## src/sv/dlr_pkg.sv

```systemverilog
`default_nettype none

package dlr_pkg;

	localparam int COORD_BITS = 10;
	localparam int FRAC_BITS  = 16;

	localparam int ACC_W  = COORD_BITS + FRAC_BITS + 1;
	localparam int STEP_W = FRAC_BITS + 2;
	localparam int QUO_W  = FRAC_BITS + 1;
	localparam int LEFT_W = COORD_BITS + 1;
	localparam int CNT_W  = $clog2(FRAC_BITS);

	localparam logic CMD_START = 1'b0;
	localparam logic CMD_TICK  = 1'b1;

	typedef struct packed {
		logic                  command;
		logic [COORD_BITS-1:0] start_x;
		logic [COORD_BITS-1:0] start_y;
		logic [COORD_BITS-1:0] end_x;
		logic [COORD_BITS-1:0] end_y;
	} dlr_in_t;

	typedef struct packed {
		logic [COORD_BITS-1:0] pixel_x;
		logic [COORD_BITS-1:0] pixel_y;
		logic                  last_pixel;
	} dlr_out_t;

	typedef enum logic {
		ST_IDLE,
		ST_DIV
	} dlr_state_t;

	typedef struct packed {
		logic load;
		logic div_step;
		logic emit;
	} dlr_ctl_t;

	typedef struct packed {
		logic active;
		logic last;
		logic out_blocked;
	} dlr_sts_t;

endpackage

`default_nettype wire

```

## src/sv/dda_line_rasterizer.sv

```systemverilog
// channel  | valid     | stall     | payload
// ---------+-----------+-----------+------------------------------
// input    | cmd_valid | cmd_stall | cmd (dlr_in_t): start or tick
// output   | pix_valid | pix_stall | pix (dlr_out_t): one pixel
//
// A tick beat on an active line loads the output register: one pixel per cycle while pix_stall is low.
// A start beat loads the increment divider, a restoring divider that yields one
// quotient bit per cycle for x and y in parallel.
// Reset is asynchronous, active low; it leaves no line active and no pixel pending.
// cmd_stall is high while dividing and while a pixel waits under pix_stall.
`default_nettype none

module dda_line_rasterizer import dlr_pkg::*; (
	input  wire logic    clk,
	input  wire logic    arst_n,
	input  wire logic    cmd_valid,
	output logic         cmd_stall,
	input  wire dlr_in_t cmd,
	output logic         pix_valid,
	input  wire logic    pix_stall,
	output dlr_out_t     pix
);

	dlr_ctl_t ctl;
	dlr_sts_t sts;

	dlr_ctrl u_ctrl (
		.clk       (clk),
		.arst_n    (arst_n),
		.cmd_valid (cmd_valid),
		.command   (cmd.command),
		.sts       (sts),
		.ctl       (ctl),
		.cmd_stall (cmd_stall)
	);

	dlr_datapath u_dp (
		.clk       (clk),
		.arst_n    (arst_n),
		.cmd       (cmd),
		.ctl       (ctl),
		.sts       (sts),
		.pix_valid (pix_valid),
		.pix_stall (pix_stall),
		.pix       (pix)
	);

	a_div_blocks: assert property (@(posedge clk) disable iff (!arst_n)
		ctl.div_step |-> cmd_stall)
		else $error("beat accepted during division");

	a_pix_src: assert property (@(posedge clk) disable iff (!arst_n)
		$rose(pix_valid) |-> $past(cmd_valid && !cmd_stall && cmd.command == CMD_TICK))
		else $error("pixel without tick beat");

	a_last_ends: assert property (@(posedge clk) disable iff (!arst_n)
		ctl.emit && sts.last |=> !sts.active && pix.last_pixel)
		else $error("line still active after last pixel");

	a_no_emit_blocked: assert property (@(posedge clk) disable iff (!arst_n)
		ctl.emit |-> !sts.out_blocked && !ctl.load)
		else $error("emit into full output register");

endmodule

`default_nettype wire

```

## src/sv/dlr_ctrl.sv

```systemverilog
`default_nettype none

module dlr_ctrl import dlr_pkg::*; (
	input  wire logic     clk,
	input  wire logic     arst_n,
	input  wire logic     cmd_valid,
	input  wire logic     command,
	input  wire dlr_sts_t sts,
	output dlr_ctl_t      ctl,
	output logic          cmd_stall
);

	dlr_state_t       state_q, state_d;
	logic [CNT_W-1:0] cnt_q;
	logic             accept;
	logic             div_done;

	assign div_done = (cnt_q == CNT_W'(FRAC_BITS - 1));

	always_comb begin
		cmd_stall = (state_q == ST_DIV) || sts.out_blocked;
		accept    = cmd_valid && !cmd_stall;
	end

	always_comb begin
		state_d = state_q;
		case (state_q)
			ST_IDLE: begin
				if (accept && command == CMD_START) state_d = ST_DIV;
			end
			ST_DIV: begin
				if (div_done) state_d = ST_IDLE;
			end
			default: state_d = ST_IDLE;
		endcase
	end

	always_comb begin
		ctl = '0;
		case (state_q)
			ST_IDLE: begin
				ctl.load = accept && command == CMD_START;
				ctl.emit = accept && command == CMD_TICK && sts.active;
			end
			ST_DIV: begin
				ctl.div_step = 1'b1;
			end
			default: ctl = '0;
		endcase
	end

	always_ff @(posedge clk or negedge arst_n) begin
		if (!arst_n) begin
			state_q <= ST_IDLE;
			cnt_q   <= '0;
		end else begin
			state_q <= state_d;
			if (ctl.load) cnt_q <= '0;
			else if (ctl.div_step) cnt_q <= cnt_q + CNT_W'(1);
		end
	end

endmodule

`default_nettype wire

```

## src/sv/dlr_datapath.sv

```systemverilog
`default_nettype none

module dlr_datapath import dlr_pkg::*; (
	input  wire logic     clk,
	input  wire logic     arst_n,
	input  wire dlr_in_t  cmd,
	input  wire dlr_ctl_t ctl,
	output dlr_sts_t      sts,
	output logic          pix_valid,
	input  wire logic     pix_stall,
	output dlr_out_t      pix
);

	logic signed [ACC_W-1:0] x_accum_q, y_accum_q;
	logic [QUO_W-1:0]        qx_q, qy_q;
	logic                    neg_x_q, neg_y_q;
	logic [COORD_BITS-1:0]   len_q, rx_q, ry_q;
	logic [LEFT_W-1:0]       pixels_left_q;
	logic                    line_active_q;
	logic                    pix_valid_q;
	dlr_out_t                pix_q;

	logic [COORD_BITS-1:0]   ax, ay, len;
	logic                    nx, ny, zx, zy;
	logic signed [ACC_W-1:0] half, x_base, y_base, x_start, y_start;
	logic signed [STEP_W-1:0] x_step, y_step;
	logic [COORD_BITS:0]     rx2, ry2;
	logic                    bx, by;

	function automatic logic [COORD_BITS-1:0] trunc_coord(input logic signed [ACC_W-1:0] acc);
		logic [ACC_W-1:0]      m;
		logic [COORD_BITS-1:0] t;
		m = acc[ACC_W-1] ? (~acc + ACC_W'(1)) : acc;
		t = m[FRAC_BITS +: COORD_BITS];
		return acc[ACC_W-1] ? (~t + COORD_BITS'(1)) : t;
	endfunction

	always_comb begin
		nx  = cmd.end_x < cmd.start_x;
		ny  = cmd.end_y < cmd.start_y;
		zx  = cmd.end_x == cmd.start_x;
		zy  = cmd.end_y == cmd.start_y;
		ax  = nx ? cmd.start_x - cmd.end_x : cmd.end_x - cmd.start_x;
		ay  = ny ? cmd.start_y - cmd.end_y : cmd.end_y - cmd.start_y;
		len = (ax > ay) ? ax : ay;

		half   = ACC_W'(1) << (FRAC_BITS - 1);
		x_base = {1'b0, cmd.start_x, FRAC_BITS'(0)};
		y_base = {1'b0, cmd.start_y, FRAC_BITS'(0)};
		x_start = zx ? x_base : (nx ? x_base - half : x_base + half);
		y_start = zy ? y_base : (ny ? y_base - half : y_base + half);

		rx2 = {rx_q, 1'b0};
		ry2 = {ry_q, 1'b0};
		bx  = (len_q != '0) && (rx2 >= {1'b0, len_q});
		by  = (len_q != '0) && (ry2 >= {1'b0, len_q});

		x_step = neg_x_q ? -$signed({1'b0, qx_q}) : $signed({1'b0, qx_q});
		y_step = neg_y_q ? -$signed({1'b0, qy_q}) : $signed({1'b0, qy_q});
	end

	always_ff @(posedge clk) begin
		if (ctl.load) begin
			len_q   <= len;
			neg_x_q <= nx;
			neg_y_q <= ny;
			qx_q    <= QUO_W'((len != '0) && (ax == len));
			qy_q    <= QUO_W'((len != '0) && (ay == len));
			rx_q    <= (ax == len) ? '0 : ax;
			ry_q    <= (ay == len) ? '0 : ay;
		end else if (ctl.div_step) begin
			qx_q <= {qx_q[QUO_W-2:0], bx};
			qy_q <= {qy_q[QUO_W-2:0], by};
			rx_q <= bx ? COORD_BITS'(rx2 - {1'b0, len_q}) : rx2[COORD_BITS-1:0];
			ry_q <= by ? COORD_BITS'(ry2 - {1'b0, len_q}) : ry2[COORD_BITS-1:0];
		end
	end

	always_ff @(posedge clk or negedge arst_n) begin
		if (!arst_n) begin
			x_accum_q     <= '0;
			y_accum_q     <= '0;
			pixels_left_q <= '0;
			line_active_q <= 1'b0;
		end else if (ctl.load) begin
			x_accum_q     <= x_start;
			y_accum_q     <= y_start;
			pixels_left_q <= {1'b0, len} + LEFT_W'(1);
			line_active_q <= 1'b1;
		end else if (ctl.emit) begin
			x_accum_q     <= x_accum_q + ACC_W'(x_step);
			y_accum_q     <= y_accum_q + ACC_W'(y_step);
			pixels_left_q <= pixels_left_q - LEFT_W'(1);
			if (pixels_left_q == LEFT_W'(1)) line_active_q <= 1'b0;
		end
	end

	// output register
	always_ff @(posedge clk or negedge arst_n) begin
		if (!arst_n) begin
			pix_valid_q <= 1'b0;
		end else if (ctl.emit) begin
			pix_valid_q <= 1'b1;
		end else if (!pix_stall) begin
			pix_valid_q <= 1'b0;
		end
	end

	always_ff @(posedge clk) begin
		if (ctl.emit) begin
			pix_q.pixel_x    <= trunc_coord(x_accum_q);
			pix_q.pixel_y    <= trunc_coord(y_accum_q);
			pix_q.last_pixel <= (pixels_left_q == LEFT_W'(1));
		end
	end

	assign pix_valid       = pix_valid_q;
	assign pix             = pix_q;
	assign sts.active      = line_active_q;
	assign sts.last        = (pixels_left_q == LEFT_W'(1));
	assign sts.out_blocked = pix_valid_q && pix_stall;

endmodule

`default_nettype wire
```

## config.mk

```make
export PLATFORM = sky130hd
export DESIGN_NAME = dda_line_rasterizer
export DESIGN_NICKNAME = d
export VERILOG_FILES = /design/src/sv/dlr_pkg.sv /design/src/sv/dda_line_rasterizer.sv /design/src/sv/dlr_ctrl.sv /design/src/sv/dlr_datapath.sv
export SDC_FILE = /design/constraint.sdc
export NUM_CORES = 1
export LEC_CHECK = 0
export ABC_AREA = 1
export CORE_ASPECT_RATIO = 1.25
export CORE_MARGIN = 4
export CORE_UTILIZATION = 65
export DETAILED_ROUTE_END_ITERATION = 8
export DONT_BUFFER_PORTS = 1
export PLACE_DENSITY = 0.81
export SLEW_MARGIN = 20
export SYNTH_ARGS = -nofsm -noshare
export SYNTH_HDL_FRONTEND = slang
export SYNTH_SLANG_ARGS = --single-unit
```

## constraint.sdc

```tcl
create_clock -name clk -period 7.8 [get_ports clk]
set_input_delay 0.78 -clock clk [delete_from_list [all_inputs] [get_ports clk]]
set_output_delay 0.78 -clock clk [all_outputs]
set_load 0.01 [all_outputs]
```

==> metrics <==
status=finished, final reports clean; CP startpoint kind=input pin; # fillers=2232; Worst R2R Start=u_dp.qx_q[0]$_DFFE_PP_; Die Y=roughly 180 um; Final nets=about 2700; CP most frequent cell=nand3_1; CTS tree=yes; GR Overflow Total=0; worst ir drop on vdd=around 240 uV; CP arrival=roughly 5100 ps; Synth Net Count=~2700; relative slew slack=roughly 37%; Via density=5.79; Yosys cell types=between 50 and 60; most frequent cell after synthesis=nand2_1; Reg2Reg Capture Point=u_dp.x_accum_q[25]$_DFFE_PN0P_; ANT cells=0; htree depth=4; leakage=around 0.009 uW; Final Hold Viols=0; Clock Latency Late Sink=between 400 and 500 ps; R2R cell count=21; # rows=64; Worst-path clk slew=around 70 ps; Synth area leader=nand2_1; initial DRC count=1280; total wire length=46.0 mm; DP Wirelength=approximately 36 mm; largest net degree at the start of global routing=73; layout cells sized above 1=4.90%; RSZ-0062 raised after global routing=no; All-Layer GR Usage=33.3%; reg2reg setup slack=approximately 3500 ps; first-pass GRT wire length=about 75 mm; CP Capture Type=flip-flop; Post-CTS Resized=0; die area=27700 um2; DR WL/cell=between 15 and 20 um; Worst Hold Class=in -> async; crit path buf inv count=4; Area Growth Syn to Fin=4.88%; cts hold-fix bufs=0; antenna violations before repair=0; cell area after layout=approximately 17000 um2; post-synthesis sequential area ratio=about a quarter; most frequent cells after synthesis=728 x nand2_1, 368 x inv_1, 220 x nor2_1, 174 x nand3_1, 172 x o21ai_0; top-area cell type share of the netlist area=between 10% and 20%; MaxCap Viol Count=0; clk buf depth=2; Async SR Flop Fraction=between 40 and 50%; Max stage delay on crit path=490 ps; Synth Register Bits=~160; CP max-delay cell=o21ai_0; final setup violation count=0; Via Count=approximately 16000; Synth area leaders=nand2_1 17%, dfrtp_1 11%, edfxtp_1 10%; Num CTS Buffers=17; critical path class=in -> reg; final slew viol count=0; Synth Warn #=0; PwrDens=424 nW/um2; Final TNS setup=0 ps; CTS root buffer=clkbuf_16; mean post-synth cell area=6.44 um2; routability congestion estimate=1.06; fin crit period=between 4000 and 5000 ps; I/O Buffers=0; period utilisation layout=60.2%; top_reg_cell synth=dfrtp_1; number of synthesized flops with an enable pin=between 50 and 60; drt first pass iters=6; Sink Count=approximately 160; vias in the first global route=about 16000; hold_ws=~28 ps; Synth Instances=2529; Clock Skew=9.97 ps; worst path cell trace=inv_1, ha_1, nand2_2, inv_1, a21oi_4, nand3_4, inv_2, nand3_1, nand2_4, inv_2, ha_1, nand2_1, nor2_2, nand3_1, nand3_1, nand2_2, o21ai_0, nand3_2, nor2_1, nand2_1, nand2_1, nand3_1, a21oi_1; mapped cell area=16300 um2; core area=approximately 25000 um2; Cell Area, Placed=around 16000 um2; Top delay family on crit path=simple AND/OR/NAND/NOR gates; DRT antenna net count=0; IO Count=68; f_max=about 0.21 GHz; starting density of the core=66.2%; CP max FO=28; drt drc=0; worst slew pin tran=roughly 950 ps; Die Wd=~150 um; Critical Path RT=between 8000 and 9000 ps; Levels on crit path=23; postcts setup bufs=0
registers in the layout (all words and copies together), names as in the netlist:
| register | count |
|---|---|
| u_ctrl.cnt_q | 4 |
| u_ctrl.state_q | 1 |
| u_dp.len_q | 10 |
| u_dp.line_active_q | 1 |
| u_dp.neg_x_q | 1 |
| u_dp.neg_y_q | 1 |
| u_dp.pix | 21 |
| u_dp.pix_valid | 1 |
| u_dp.pixels_left_q | 11 |
| u_dp.qx_q | 17 |
| u_dp.qy_q | 17 |
| u_dp.rx_q | 10 |
| u_dp.ry_q | 10 |
| u_dp.x_accum_q | 27 |
| u_dp.y_accum_q | 27 |
metal layers:
layer  wire length [um]  track usage, %  part of all wire [%]  up-vias
li1                   -               -                     -     8155
met1              18900            39.7                    41     7581
met2              22100            57.9                    48      587
met3               2780            5.38                   6.0      135
met4               2240            16.9                   4.9        0
met5                  0               0                     0        -
cells in the final DEF, fill, tap and decap left out, types with 10 or more instances in the layout:
cell type  instances
nand2_4           10
ha_1             129
nor3_1            31
nand3b_1          14
o21ai_0          172
xor2_1            82
nand3_1          174
xnor2_1           16
inv_2             14
or2_2             10
inv_1            368
edfxtp_1          55
nor2_1           217
nand2_1          728
a21oi_1          130
o31ai_1           10
a31oi_1           16
dfxtp_1           32
clkbuf_16         17
o22ai_1           15
dfrtp_1           72
o21bai_1          15
nand2_2           23
nand4_1           50
cell type report:
class                   instances  area (um2)  share of cell area [%]
multi-input cells            1928       10500                    61.4
flip-flops and latches        159        4090                    24.0
inverters                     384        1440                    8.44
clock buffers                  17         425                    2.49
well taps                     330         413                    2.42
clock inverters                15         150                   0.880
repair buffers                  8        60.1                   0.352
per-stage QoR:
step | total power (uW) | utilization (%) | worst slack, ps | cells
after global routing | 7950 | 69.4 | 2780 | 2841
after detailed placement | 6280 | 67.1 | 2430 | 2809
after global placement | 6140 | 67.1 | 2490 | 2809
after CTS | 7150 | 69.4 | 2880 | 2841
after floorplan | 5240 | - | 3760 | 2529
final | 7230 | 69.4 | 3110 | 2841
worst max-delay path by stage:
stage / from / to
4_1_cts: cmd[39] / u_dp.pixels_left_q[8]$_DFFE_PN0P_
3_5_place_dp: cmd[39] / u_dp.qy_q[0]$_DFFE_PP_
5_1_grt: cmd[17] / u_dp.rx_q[9]$_DFFE_PP_
3_3_place_gp: cmd[17] / u_dp.qx_q[0]$_DFFE_PP_
6_report: cmd[39] / u_dp.pixels_left_q[7]$_DFFE_PN0P_
2_1_floorplan: cmd[10] / u_dp.rx_q[2]$_DFFE_PP_
report_power, final:
part	switching [uW]	total (uW)	internal [uW]
combinational	3120	4780	1660
sequential	319	1620	1300
clock	391	841	450
total	3830	7230	3400
kinds of logic after synthesis:
| kind of cell | synth area share (%) |
|---|---|
| flip-flops | 25.2 |
| buffers and inverters | 10.6 |
| AO/OA/AOI/OAI | 13.9 |
| XOR/XNOR | 5.27 |
| AND/OR/NAND/NOR | 34.2 |
| adder cells (fa/ha/maj) | 10.9 |
No activity file was read; power rests on OpenSTA's default activity.
